## config.mk

```make
export PLATFORM = sky130hd
export DESIGN_NAME = hfkd_queue
export DESIGN_NICKNAME = d
export VERILOG_FILES = /design/src/design/hforro14_key_derivation_defines.svh /design/src/design/hfkd_pkg.sv /design/src/design/hfkd_queue.sv
export SDC_FILE = /design/constraint.sdc
export NUM_CORES = 1
export LEC_CHECK = 0
export BUFFER_PORTS_ARGS = -buffer_cell sky130_fd_sc_hd__buf_2
export CORE_AREA = 2 2 406 408
export CTS_BUF_LIST = sky130_fd_sc_hd__clkbuf_16
export DETAILED_ROUTE_END_ITERATION = 8
export DIE_AREA = 0 0 408 410
export REMOVE_ABC_BUFFERS = 1
export SLEW_MARGIN = 30
export SYNTH_ARGS = -nofsm -noshare
export SYNTH_HDL_FRONTEND = slang
export SYNTH_SLANG_ARGS = --single-unit
```

## constraint.sdc

```tcl
create_clock -name clock -period 24.4 [get_ports clock]
set_input_delay 6.1 -clock clock [delete_from_list [all_inputs] [get_ports clock]]
set_output_delay 6.1 -clock clock [all_outputs]
set_load 0.02 [all_outputs]
```

## src/design/hforro14_key_derivation_defines.svh

```systemverilog
// ----------------------------------------------------------------------------
// HForro14 key derivation: assertion macros
// Concurrent assertion wrappers on clock/reset; empty when synthesizing.
// ----------------------------------------------------------------------------
`ifndef HFORRO14_KEY_DERIVATION_DEFINES_SVH
`define HFORRO14_KEY_DERIVATION_DEFINES_SVH

`ifndef SYNTHESIS

`define HFKD_ASSERT(label, prop) \
   label: assert property (@(posedge clock) disable iff (reset) prop) \
      else $error("hfkd: assertion failed");

`define HFKD_ASSERT_RST(label, prop) \
   label: assert property (@(posedge clock) prop) \
      else $error("hfkd: reset assertion failed");

`else

`define HFKD_ASSERT(label, prop)

`define HFKD_ASSERT_RST(label, prop)

`endif

`endif

```

## src/design/hfkd_pkg.sv

```systemverilog
`timescale 1ns / 1ps
// ----------------------------------------------------------------------------
// HForro14 key derivation package
// Shared types, constants and the Forro mixing functions.
// ----------------------------------------------------------------------------
package hfkd_pkg;

   localparam int WORD_W            = 32;
   localparam int NUM_WORDS         = 16;
   localparam int FIELD_W           = 64;
   localparam int NUM_KEYS          = 4;
   localparam int CSR_INDEX_W       = 8;
   localparam int QR_PER_ROUND      = 8;
   localparam int QR_OPERANDS       = 5;
   localparam int DOUBLE_ROUNDS_DEF = 7;
   localparam int QUEUE_DEPTH_DEF   = 2;

   typedef logic [WORD_W-1:0]       word_type;
   typedef logic [3:0]              idx_type;
   typedef word_type [NUM_WORDS-1:0] state_type;
   typedef logic [FIELD_W-1:0]      field_type;
   typedef field_type [NUM_KEYS-1:0] key_array_type;
   typedef logic [CSR_INDEX_W-1:0]  csr_index_type;

   typedef struct packed {
      logic      valid;
      state_type state;
   } stage_bus_type;

   localparam csr_index_type KEY_WORD0_IDX = 8'd0;
   localparam csr_index_type KEY_WORD1_IDX = 8'd1;
   localparam csr_index_type KEY_WORD2_IDX = 8'd2;
   localparam csr_index_type KEY_WORD3_IDX = 8'd3;

   localparam word_type SIGMA0 = 32'h746C6F76;
   localparam word_type SIGMA1 = 32'h61616461;
   localparam word_type SIGMA2 = 32'h72626173;
   localparam word_type SIGMA3 = 32'h61636E61;

   localparam int ROT_A = 10;
   localparam int ROT_B = 27;
   localparam int ROT_C = 8;

   // operands a, b, c, d, e of each quarter-round within a double round
   localparam idx_type QR_TABLE [QR_PER_ROUND][QR_OPERANDS] = '{
      '{4'd0, 4'd4, 4'd8,  4'd12, 4'd3},
      '{4'd1, 4'd5, 4'd9,  4'd13, 4'd0},
      '{4'd2, 4'd6, 4'd10, 4'd14, 4'd1},
      '{4'd3, 4'd7, 4'd11, 4'd15, 4'd2},
      '{4'd0, 4'd5, 4'd10, 4'd15, 4'd3},
      '{4'd1, 4'd6, 4'd11, 4'd12, 4'd0},
      '{4'd2, 4'd7, 4'd8,  4'd13, 4'd1},
      '{4'd3, 4'd4, 4'd9,  4'd14, 4'd2}
   };

   function automatic word_type rotl(word_type v, int unsigned n);
      return (v << n) | (v >> (WORD_W - n));
   endfunction

   function automatic state_type build_state(key_array_type key, field_type nonce_low,
                                             field_type nonce_high);
      state_type w;
      w[0]  = key[0][31:0];
      w[1]  = key[0][63:32];
      w[2]  = key[1][31:0];
      w[3]  = key[1][63:32];
      w[4]  = nonce_low[31:0];
      w[5]  = nonce_low[63:32];
      w[6]  = SIGMA0;
      w[7]  = SIGMA1;
      w[8]  = key[2][31:0];
      w[9]  = key[2][63:32];
      w[10] = key[3][31:0];
      w[11] = key[3][63:32];
      w[12] = nonce_high[31:0];
      w[13] = nonce_high[63:32];
      w[14] = SIGMA2;
      w[15] = SIGMA3;
      return w;
   endfunction

   // one half of the quarter-round: three dependent adds
   function automatic state_type half_qr(state_type w_in, idx_type a, idx_type b,
                                         idx_type c, idx_type d, idx_type e,
                                         logic second);
      state_type w;
      w = w_in;
      if (!second) begin
         w[d] = w[d] + w[e];
         w[c] = w[c] ^ w[d];
         w[b] = rotl(w[b] + w[c], ROT_A);
         w[a] = w[a] + w[b];
         w[e] = w[e] ^ w[a];
      end else begin
         w[d] = rotl(w[d] + w[e], ROT_B);
         w[c] = w[c] + w[d];
         w[b] = w[b] ^ w[c];
         w[a] = rotl(w[a] + w[b], ROT_C);
      end
      return w;
   endfunction

endpackage

```

## src/design/hfkd_queue.sv

```systemverilog
`timescale 1ns / 1ps
// ----------------------------------------------------------------------------
// HForro14 state queue
// Short FIFO of initial states between the front end and the round pipeline.
// ----------------------------------------------------------------------------
module hfkd_queue #(
   parameter int DEPTH = hfkd_pkg::QUEUE_DEPTH_DEF
) (
   input  logic                    clock,
   input  logic                    reset,
   input  hfkd_pkg::stage_bus_type push_in,
   output logic                    push_ready,
   output hfkd_pkg::stage_bus_type head_out,
   input  logic                    pop
);
   import hfkd_pkg::*;

   localparam int PTR_W   = (DEPTH > 1) ? $clog2(DEPTH) : 1;
   localparam int LEVEL_W = $clog2(DEPTH + 1);

   state_type          mem_ff [DEPTH];
   logic [PTR_W-1:0]   wr_ptr_ff;
   logic [PTR_W-1:0]   wr_ptr_in;
   logic [PTR_W-1:0]   rd_ptr_ff;
   logic [PTR_W-1:0]   rd_ptr_in;
   logic [LEVEL_W-1:0] level_ff;
   logic [LEVEL_W-1:0] level_in;
   logic               push;

   assign push_ready     = level_ff != LEVEL_W'(DEPTH);
   assign push           = push_in.valid && push_ready;
   assign head_out.valid = level_ff != '0;
   assign head_out.state = mem_ff[rd_ptr_ff];

   always_comb begin
      wr_ptr_in = wr_ptr_ff;
      rd_ptr_in = rd_ptr_ff;
      if (push) begin
         wr_ptr_in = (wr_ptr_ff == PTR_W'(DEPTH - 1)) ? '0 : wr_ptr_ff + 1'b1;
      end
      if (pop) begin
         rd_ptr_in = (rd_ptr_ff == PTR_W'(DEPTH - 1)) ? '0 : rd_ptr_ff + 1'b1;
      end
      unique case ({push, pop})
         2'b10:   level_in = level_ff + 1'b1;
         2'b01:   level_in = level_ff - 1'b1;
         default: level_in = level_ff;
      endcase
   end

   always_ff @(posedge clock) begin
      if (reset) begin
         wr_ptr_ff <= '0;
         rd_ptr_ff <= '0;
         level_ff  <= '0;
      end else begin
         wr_ptr_ff <= wr_ptr_in;
         rd_ptr_ff <= rd_ptr_in;
         level_ff  <= level_in;
      end
   end

   always_ff @(posedge clock) begin
      if (push) begin
         mem_ff[wr_ptr_ff] <= push_in.state;
      end
   end

endmodule

```

Yosys cells after proc, flatten, opt, wreduce, memory -nomap -nowiden
Memories as Yosys holds them, arrays and structs flattened. A register that Yosys moved wholly into a read port is not among the register bits.
Index checks and enable logic that the tools add are counted.
{ "classes": {"addsub": 4, "eq_ne": 3, "mux": 7, "reduce_logical": 3} }
{ "ops": {"columns": ["op", "count"], "rows": [
  ["$mux 1", 6],
  ["$pmux 2 s2", 1],
  ["$reduce_bool 2->1", 2],
  ["$add 1x1->1 const B", 2],
  ["$add 2x1->2 const B", 1],
  ["$eq 2x1->1 const B", 1],
  ["$eq 2x2->1 const B", 1],
  ["$ne 2x2->1 const B", 1],
  ["$sub 2x1->2 const B", 1],
  ["$logic_and 1x1->1", 1]
]} }
{ "totals": {"reg_bits": 4, "mem_bits_rw": 1024, "inputBits": 516, "elab_cells": 21, "memories": 1} }
{ "memory_table": {"columns": ["memory", "depth", "word_bits", "rd", "rd_ports_with_merged_regs", "wr", "line_no", "text"], "rows": [
  ["mem_ff", 2, 512, 1, 1, 1, "hfkd_queue.sv:21", "state_type mem_ff [DEPTH];"]
]} }

Depth between registers and ports, before layout
Gate-level depths: netlist of run 1.
{ "logic_depth": {"depth_word": 4, "depth_mapped": 6} }

Least setup slack after synthesis of run 1
Ideal clock, no wire load.
{ "synth_timing": {"path_type": "input to register", "from": "input port push_in[512] in the netlist's numbering", "to": "memory mem_ff[1][0] in the netlist's numbering (enable)", "setup_ns": 0.948, "t_arrival_ns": 17.750, "t_required_ns": 23.452, "slack_ns": 5.702, "cell_stages": 1, "n_path_buf": 0, "path_cell_list": "and3_1"} }
{ "synth_between": {"elab_chain_len": 3} }
{ "synth_rtl": {"columns": ["element", "line_no", "text"], "rows": [
  ["start: declaration", "hfkd_queue.sv:11", "input hfkd_pkg::stage_bus_type push_in,"],
  ["$logic_and 1x1->1", "hfkd_queue.sv:31", "assign push = push_in.valid && push_ready;"],
  ["$mux 1", "hfkd_queue.sv:64", "if (push) begin"],
  ["$mux 1 (not written as such)", "hfkd_queue.sv:65", "mem_ff[wr_ptr_ff] <= push_in.state;"],
  ["end: declaration", "hfkd_queue.sv:21", null]
]} }
Every way passes these cells.

==> run_results.csv, run 1 <==
group,metric,value,unit
yosys,synth.top_cell.area_share,82.3,%
cts,cts.repair.resized,0,
critical_path,required,18.30,ns
floorplanning,core,0.163,mm²
yosys,ys.flop_type,"edfxtp_1",
critical_path,crit_type,"flop to output pin",
critical_path,crit_end,"head_out[194]",
detailed_routing,vias,19900,
place,gp_congestion,0.883,
cts,worstSkewPairLatency,0.72,ns
yosys,ys_seq_area_share,82.5,%
cts,cts_buffer_depth,3,
timing,tightest_slew,0.998,ns
yosys,synth_compound_area_share,0.0670,%
yosys,async_flop_share,0,%
finish,final_nets,3235,
critical_path,cp_common_cell,"buf_4",
global_route,overflow,0,
yosys,yosys.area_share.simple,0.127,%
critical_path,critPathMaxFanout,90,
global_route,track_usage,12.4,%
run,cap_violations,0,
cts,cts.clk_slew.worst_paths,0.06,ns
power_and_ir_drop,total_power,0.00440,W
global_route,grt_pass1_wl,148000,µm
timing,skew,0.0267,ns
critical_path,worst-r2r-setup-slack,19.49,ns
cts,cts_setup_buffers,0,
floorplanning,io_pins,1030,
finish,fin_util,29.6,%
yosys,syn_inst,1616,
floorplanning,die_y,410,µm
floorplanning,rows,149,
critical_path,reg2reg_depth,7,
finish,multi_input_area,0.00588,mm²
yosys,synth_top_family_by_area,"multiplexers",
cts,cts_root_buf,"clkbuf_16",
critical_path,worstReg2RegStart,"level_ff[0]",
detailed_routing,first_pass_iters,5,
detailed_routing,drt-initial-drc-count,1387,
critical_path,cp.depth,6,
power_and_ir_drop,powerDensity,91.1,mW/mm²
finish,area_growth,29.3,%
yosys,avgSynthCellArea,23.1,µm²
timing,slew_headroom,33.5,%
yosys,synth_commonest_cells,"edfxtp_1 (1024), mux2_2 (512), buf_6 (46)",
cts,cts_hold_buf,0,
yosys,synth-adder-area-share,0.0335,%
detailed_routing,wl,108000,µm
finish,fill_cells,16400,
critical_path,cp.arrival,4.85,ns
min_path,hold_class,"flop to flop",
power_and_ir_drop,ir_worst_vdd,0.0822,mV
detailed_routing,viasPerCell,3.98,
cts,clock_sinks,1029,
place,dpl.hpwl,80900,µm
timing,setup_tns,0,ns
timing,final.min_clock_period,10.95,ns
detailed_routing,wl_per_cell,21.6,µm
yosys,yosysWarnings,0,
critical_path,r2r_end,"mem_ff[0][329]",
critical_path,path_cells,"buf_4 -> buf_4 -> buf_4 -> buf_6 -> mux2_2 -> buf_2",
yosys,synth_edf_count,1024,
run_status,status,"finished, final reports clean",
timing,finalMaxSlewViolations,0,
critical_path,cp_top_family,"buffers and inverters",
floorplanning,die_w,408,µm
power_and_ir_drop,leakage,17.5,nW
place,portBuffers,1029,
cts,numCtsBuffers,107,
cts,tritoncts,"yes",
finish,seq_area,0.0309,mm²
critical_path,cp_num_buf_inv,5,
global_route,grt_pass1_vias,20600,
yosys,synth-xor-area-share,0.0703,%
cts,ctsHtreeMaxLevel,3,
timing,fmax,91.4,MHz
detailed_routing,drtAntennaViolNets,0,
yosys,synth_mux_area_share,15.4,%
yosys,synth_seq_cells,1029,
critical_path,cp-start-kind,"flop",
floorplanning,die-area,0.167,mm²
critical_path,cpMaxStageDelayCell,"buf_4",
critical_path,endpoint_kind,"output pin",
finish,layout-drive-gt1-share,61.3,%
global_route,antenna_found_initial,46,
detailed_routing,post-route-drc-count,0,
timing,final-setup-viol-count,0,
timing,min_period_over_period,44.9,%
yosys,ys_types,20,
yosys,synth_area,0.0374,mm²
timing,final_hold_viol_count,0,
critical_path,critPathMaxStageDelay,0.73,ns
yosys,yosysMostFrequentCell,"edfxtp_1",
global_route,grt_max_degree,142,
yosys,synth_largest_area_cell,"edfxtp_1",
floorplanning,start_util,22.9,%
yosys,synthTopCellsByArea,"edfxtp_1 (82%), mux2_2 (15%), buf_6 (1.4%)",
timing,rsz0062_at_grt,"false",
==> area by class of cell <==
| type | count | area share, % |
|---|---|---|
| well taps | 2189 | 5.67 |
| clock inverters | 85 | 1.44 |
| inverters | 1 | 0.0233 |
| clock buffers | 109 | 5.65 |
| flip-flops and latches | 1029 | 63.9 |
| repair buffers | 1050 | 11.1 |
| multi-input cells | 529 | 12.2 |
| diodes | 17 | 0.0880 |
==> registers in the layout (all words and copies together) (netlist names), named ones only <==
register   count
level_ff       2
mem_ff      1024
rd_ptr_ff      1
wr_ptr_ff      1
==> kinds of logic (layout without fill, tap and decap cells) <==
group | after synthesis | after routing
adders and majority gates | 1 | 1
DFF | 1029 | 1029
AOI/OAI and AO/OA | 4 | 4
xor gates and xnor gates | 3 | 3
and+or+nand+nor | 9 | 9
buffers and inverters | 58 | 1245
other | 0 | 17
muxes | 512 | 512
==> how the worst min path moves through the flow <==
stage,start,end,slack (ns),depth (start not counted)
after detailed placement,level_ff[1],level_ff[1],0.50,2
after global placement,level_ff[1],level_ff[1],0.48,2
after global routing,rd_ptr_ff,flop,0.55,2
after CTS,level_ff[1],level_ff[1],0.51,2
final,level_ff[1],level_ff[1],0.51,2
after floorplan,level_ff[1],level_ff[1],0.46,2
==> metrics by stage <==
step           worst slack [ns]  hold WS, ns  instances  area [µm²]
3_5_place_dp              13.79        0.500       4797       44800
5_1_grt                   13.12        0.554       5007       48300
2_1_floorplan              5.15        0.461       1559       36700
4_1_cts                   13.07        0.509       4991       48200
6_report                  13.45        0.506       5009       48300
3_3_place_gp              13.49        0.480       4797       44800
==> tightest hold or removal path, cell delays in order, from the launching register on <==
cell and delay (ns):
dfxtp_1 0.32, o21ai_0 0.08, a21oi_1 0.06
==> report_power, final <==
group	internal [W]	switching, W	leakage [nW]
sequential	0.00213	0.0000394	9.61
combinational	0.000226	0.000423	6.13
clock	0.000897	0.000686	1.74
total	0.00325	0.00115	17.5
==> per-layer routing <==
layer	part of all wire, %	up-vias	track usage (%)
li1	-	8724	-
met1	36	10100	13.4
met2	51	894	21.6
met3	9.1	207	4.42
met4	3.4	8	5.34
met5	0.054	-	0
==> cells in the final DEF, fill, tap and decap left out, types with 2 or more instances in the layout <==
cell,count
bufinv_16,8
clkinv_2,21
buf_2,1029
buf_12,2
clkbuf_16,109
clkinv_1,24
clkinv_4,2
diode_2,17
dfxtp_1,4
nor2_1,3
clkinv_16,3
inv_8,2
a21oi_1,2
buf_6,3
edfxtp_1,1024
buf_4,15
clkinvlp_4,4
inv_1,18
inv_6,3
mux2_2,512
xnor2_1,2
Power figures use the tool's default switching activity.
==> inputs of run 2 (changes only) <==
==> constraint.sdc (replaced) <==
create_clock -name clock -period 9.4 [get_ports clock]
set_input_delay 2.35 -clock clock [delete_from_list [all_inputs] [get_ports clock]]
set_output_delay 2.35 -clock clock [all_outputs]
set_load 0.02 [all_outputs]
==> run_results.csv, run 2 (same netlist as run 1, synthesis figures left out) <==
group,metric,value,unit
run_status,status,"finished, final reports clean",
global_route,grt_pass1_wl,148000,µm
timing,tightest_slew,1.10,ns
timing,min_period_over_period,61.6,%
finish,reg_top3,"mem_ff x1024, level_ff x2",
finish,layout-drive-gt1-share,61.8,%
floorplanning,start_util,22.9,%
cts,cts_hold_buf,0,
place,dpl_worst_slack,4.40,ns
detailed_routing,viasPerCell,3.98,
critical_path,cp_common_cell,"buf_12",
global_route,grt_max_degree,152,
detailed_routing,wl,110000,µm
cts,cts_setup_buffers,0,
critical_path,critPathMaxStageDelay,0.83,ns
power_and_ir_drop,p_sw,0.00301,W
critical_path,cp.arrival,3.44,ns
power_and_ir_drop,pwr-share-seq,48.9,%
finish,fin_util,29.7,%
timing,fmax,173,MHz
floorplanning,rows,149,
min_path,hold_class,"flop to flop",
finish,layout_common_cells,"buf_2 (1029), edfxtp_1 (1024), mux2_2 (512)",
timing,final_hold_viol_count,0,
timing,rsz0062_at_grt,"false",
critical_path,crit_type,"flop to output pin",
cts,cts.clk_slew.worst_paths,0.06,ns
power_and_ir_drop,swShare,26.1,%
detailed_routing,drtAntennaViolNets,0,
global_route,grt_pass1_vias,20100,
timing,slew_headroom,26.9,%
floorplanning,io_pins,1030,
finish,fin_cells,5018,
finish,fill_cells,16200,
cts,cts_buffer_depth,3,
power_and_ir_drop,clock_power_share,36.5,%
power_and_ir_drop,intPower,0.00852,W
cts,tritoncts,"yes",
timing,finalMaxSlewViolations,0,
critical_path,endpoint_kind,"output pin",
place,portBuffers,1029,
floorplanning,die-area,0.167,mm²
timing,skew,0.0251,ns
cts,cts_root_buf,"clkbuf_16",
critical_path,cpMaxStageDelayCell,"dfxtp_4",
run,cap_violations,0,
floorplanning,die_y,410,µm
timing,final-setup-viol-count,0,
place,dpl.hpwl,80100,µm
cts,ctsHtreeMaxLevel,3,
detailed_routing,drt-initial-drc-count,1358,
finish,final_nets,3242,
power_and_ir_drop,powerDensity,238,mW/mm²
cts,worstSkewPairLatency,0.73,ns
finish,final_common_cell,"buf_2",
global_route,antenna_found_initial,61,
place,gp_congestion,0.933,
cts,cts.repair.resized,0,
critical_path,path_cells,"buf_12 -> buf_12 -> mux2_2 -> buf_2",
detailed_routing,post-route-drc-count,0,
critical_path,critPathMaxFanout,129,
finish,max_flop_register,"mem_ff",
power_and_ir_drop,comb_power_share,14.7,%
critical_path,required,7.05,ns
cts,numCtsBuffers,108,
detailed_routing,first_pass_iters,5,
finish,largest_reg_flops,1024,
place,post-place-cells,4803,
timing,setup_slack,3.61,ns
floorplanning,die_w,408,µm
detailed_routing,vias,20000,
floorplanning,core,0.163,mm²
finish,area_growth,29.8,%
power_and_ir_drop,ir_worst_vdd,0.171,mV
global_route,overflow,0,
detailed_routing,wl_per_cell,21.8,µm
power_and_ir_drop,leakage,17.6,nW
critical_path,cp-start-kind,"flop",
cts,clock_sinks,1029,
timing,final.min_clock_period,5.79,ns
global_route,track_usage,12.5,%
## run 2: changes by cell type in the layout (fill, tap and decap cells not counted), moves of 2 or more
cell,change
buf_12,+5
buf_4,+3
diode_2,-3
bufinv_16,+2
buf_6,-2
clkinv_4,+2
clkinvlp_4,+3
clkinv_2,+6
clkinv_16,-2
clkinv_8,+3
clkinv_1,-9
## run 2: stage by stage
step	area [µm²]	power [W]	hold slack, ns	setup TNS, ns
floorplan	36700	0.00703	0.461	-7888.62
global placement	44900	0.00743	0.481	0
detailed placement	44900	0.00745	0.506	0
CTS	48400	0.0117	0.520	0
global route	48500	0.0119	0.558	0
finish	48500	0.0115	0.517	0
## run 2: area by class of cell
| type | instances | area (µm²) | share of cell area (%) |
|---|---|---|---|
| antenna | 14 | 35.0 | 0.0722 |
| clock buffer | 109 | 2730 | 5.62 |
| clock inverter | 91 | 787 | 1.62 |
| inverter | 1 | 11.3 | 0.0232 |
| multi-input combinational | 529 | 5880 | 12.1 |
| sequential | 1029 | 30900 | 63.6 |
| tap | 2189 | 2740 | 5.65 |
| timing repair buffer | 1056 | 5460 | 11.3 |
## run 2: worst paths after layout
check | start | cells past startpoint | slack (ns) | to
worst min register to register | rd_ptr_ff | 2 | 0.52 | flop
worst max register to register | level_ff[0] | 5 | 6.11 | mem_ff[0][60]
worst min-delay path | rd_ptr_ff | 2 | 0.52 | flop
worst max-delay path | flop | 4 | 3.61 | head_out[396]
## run 2: power groups by stage
stage / logic [W] / registers [W] / clock network, W
after CTS: 0.00172 / 0.00564 / 0.00434
after global routing: 0.00179 / 0.00567 / 0.00449
after floorplan: 0.00106 / 0.00597 / 0
final: 0.00169 / 0.00563 / 0.00420
after global placement: 0.00170 / 0.00572 / 0
after detailed placement: 0.00171 / 0.00573 / 0
## run 2: critical path: cells and delay by family, from the launching register on
kind     cells  cell delay (ns)
buf+inv      3             1.02
mux          1             0.39
flops        1             0.83
## run 2: metal layers
layer | GRT usage (%) | part of all wire [%] | up-vias
met2 | 21.5 | 50 | 912
met1 | 13.8 | 37 | 10100
li1 | - | - | 8750
met5 | 0 | 0.16 | -
met3 | 4.86 | 9.9 | 237
met4 | 4.73 | 3.2 | 26
